`config.mk`:
```
export PLATFORM = sky130hd
export DESIGN_NAME = lltm_ram
export DESIGN_NICKNAME = d
export VERILOG_FILES = /design/src/rtl/lltm_ram.sv
export SDC_FILE = /design/constraint.sdc
export NUM_CORES = 2
export LEC_CHECK = 0
export ABC_AREA = 1
export BUFFER_PORTS_ARGS = -buffer_cell sky130_fd_sc_hd__buf_2
export CORE_UTILIZATION = 36
export DETAILED_ROUTE_END_ITERATION = 7
export GPL_TIMING_DRIVEN = 0
export HOLD_SLACK_MARGIN = 0.03
export PLACE_DENSITY = 0.58
export SKIP_CTS_REPAIR_TIMING = 1
export SLEW_MARGIN = 15
export SYNTH_ARGS = -nofsm -noshare
export SYNTH_HDL_FRONTEND = slang
export SYNTH_SLANG_ARGS = --single-unit
```
`constraint.sdc`:
```
create_clock -name clk -period 3 [get_ports clk]
set_clock_uncertainty 0.2 [all_clocks]
set_input_delay 0.45 -clock clk [delete_from_list [all_inputs] [get_ports clk]]
set_output_delay 0.45 -clock clk [all_outputs]
set_load 0.005 [all_outputs]
```
`src/rtl/lltm_ram.sv`:
```
// Single-port synchronous RAM with a registered read.
`default_nettype none
module lltm_ram #(
	parameter int DEPTH = 256,
	parameter int WIDTH = 8
) (
	input  wire logic                     clk,
	input  wire logic                     we,
	input  wire logic [$clog2(DEPTH)-1:0] addr,
	input  wire logic [WIDTH-1:0]         wdata,
	output logic      [WIDTH-1:0]         rdata
);
	logic [WIDTH-1:0] mem [DEPTH];

	always_ff @(posedge clk) begin
		if (we) begin
			mem[addr] <= wdata;
		end
		rdata <= mem[addr];
	end
endmodule
`default_nettype wire

```
==> run summary <==
CP max-delay cell - clkbuf_1
PnR worst setup slack - -159 ps
CP startpoint kind - primary input
Synth unique cells - 18
WS Path Type - primary input to flop
Final period util - 1.05
IO buf count - 23
Core area - 233000 um^2
FMAX - 317 MHz
Min Tclk post-route - 3160 ps
Share of layout cells above drive strength 1 - 0.0810
Starting Density - 0.364
Slew headroom - -0.00816
Worst Path Required - 3550 ps
Total power draw - 0.0611 W
WL final - 266000 um
Yosys Warn Count - 0
RSZ-0062 raised after global routing - yes
Area delta synth->final - 14.0%
Final setup violating endpoints - 113
Fin nets - 8300
Area fraction of the dominant cell type after synthesis - 0.725
CP Cell Sequence - buf_2 -> nor2_1 -> clkbuf_1 -> clkbuf_1 -> nand2_1 -> nand2_1 -> o21ai_0 -> nand2_1 -> nor2_1 -> nor2_1 -> nor2_1 -> nand2_1
Worst path bufs/invs - 3
Syn nets - 8039
H-Tree Level Count - 4
Gr ovfl total - 0
Initial drt markers - 6217
Total die area - 238000 um^2
CTS tree - yes
Count of final hold-check violations - 0
Hold crit path type - primary input to flop
Antenna-violating nets left - 0
CP max stage delay - 790 ps
Pre-CTS setup slack - -1540 ps
Routability cong. - 0.980
Power per cell area - 632 nW/um^2
Status - finished with violations
Sequential area share after synthesis - 0.727
Clock slew at reported path FFs - 60 ps
Storage element area - 61700 um^2
Max Root-Sink Buffers - 3
Peak supply drop - 0.000671 V
Top-Level Pins - 26
Clk sinks - 2056
Routed vias/inst - 4.97
Largest net degree at the start of global routing - 103
Commonest non-fill, non-tap cell in the layout - nand2_1
Count of pins over their slew limit - 11
Die Span Y - 488 um
Clock Latency Late Sink - 880 ps
CP top delay family - buffers and inverters
DP HPWL - 183000 um
Drt drc - 0
Post-Syn Area - 84900 um^2
Die width - 488 um
Post-synth top area cell - edfxtp_1
Synth top area cells - edfxtp_1 72%, nand2_1 21%, nor2_1 1.6%, nand3_1 1.1%, buf_2 1.1%
Mean Syn Cell Area - 10.6 um^2
Nature of the critical path endpoint - flop
CP Max Fanout - 10
Multi-input logic area - 21700 um^2
First-pass GRT wire length - 377000 um
CTS buffer count - 207
Vias in the first global route - 54900
CP Data Arrival Time - 3710 ps
Gr usage total - 0.221
Fill count - 22400
Least-Margin Pin Slew - 1510 ps
Initial antenna violation count - 11
Root buf cell - clkbuf_16
Cells after Synth - 8021
LEAKAGE - 37.7 nW
Max Cap Viol - 1
Failing checks - max-capacitance violations, max-slew violations, negative setup slack
DRT Pass-1 Iters - 6
Routed len/inst - 22.9 um
Most frequent cells in the layout - 4768 x nand2_1, 2048 x edfxtp_1, 221 x nor2_1, 209 x clkbuf_16, 200 x clkbuf_1
Row count - 177
Synthesized flop and latch total - 2056
Routed via count - 57500
-- state kept, by name, indices dropped and copies added, names as in the netlist --
| name | cells |
|---|---|
| mem | 2048 |
| rdata | 8 |
-- area by class of cell --
type,instances,area share
diodes,7,0.000181
well taps,3132,0.0405
clock inverters,116,0.0113
clock buffers,260,0.0569
repair buffers,53,0.00811
flip-flops and latches,2056,0.638
plain buffers,416,0.0197
multi-input cells,5513,0.224
inverters,35,0.00141
-- report_power, final --
part           leakage (nW)  internal (W)  switching (W)
clock network          3.22        0.0142         0.0112
logic                  16.0      0.000825        0.00314
registers              18.5        0.0317      0.0000209
total                  37.7        0.0467         0.0144
-- tightest hold or removal path: stages --
cell and delay, ps:
buf_2 130, nor2_1 120, inv_1 200, nor2_1 80, nor2_1 80, nand2_1 150
-- per-stage QoR --
step | instance area, um^2 | util | std cells | hold slack [ps] | TNS [ps]
after floorplan | 84900 | - | 8021 | 349 | 0
after global placement | 88900 | 0.381 | 11200 | 638 | -8284030
after detailed placement | 89400 | 0.383 | 11200 | 640 | -1963780
after CTS | 96000 | 0.411 | 11600 | -243 | -352470
after global routing | 96700 | 0.414 | 11600 | 272 | -9900
final | 96700 | 0.414 | 11600 | 239 | -3130
-- cell usage after synthesis (all sizes together) --
library cell	instances
nand2	4771
edfxtp	2048
nor2	362
buf	247
nand3	188
clkbuf	170
o21ai	160
inv	35
a21oi	32
dfxtp	8
-- final timing paths --
check | from | to | slack [ps] | depth (start not counted)
max | addr[2] | rdata[3]$_DFF_P_ | -160 | 12
min | addr[7] | rdata[5]$_DFF_P_ | 240 | 6
max reg2reg | mem[237][6]$_DFFE_PP_ | rdata[6]$_DFF_P_ | 380 | 12
min reg2reg | mem[115][5]$_DFFE_PP_ | rdata[5]$_DFF_P_ | 900 | 10
-- metal layers --
metal  global-route usage  share of wire
met2                0.344           0.45
met5                    0       0.000041
met1                0.299           0.42
met3               0.0429          0.085
met4                0.102          0.047
-- logic make-up (layout without fill, tap and decap cells) --
kind of cell	after synthesis	count (layout)	synth area share
simple gates	5321	5321	0.238
compound gates	192	192	0.0113
other cells	0	7	0
flops	2056	2056	0.727
buf+inv	452	880	0.0236
(Power assumes the default switching activity.)
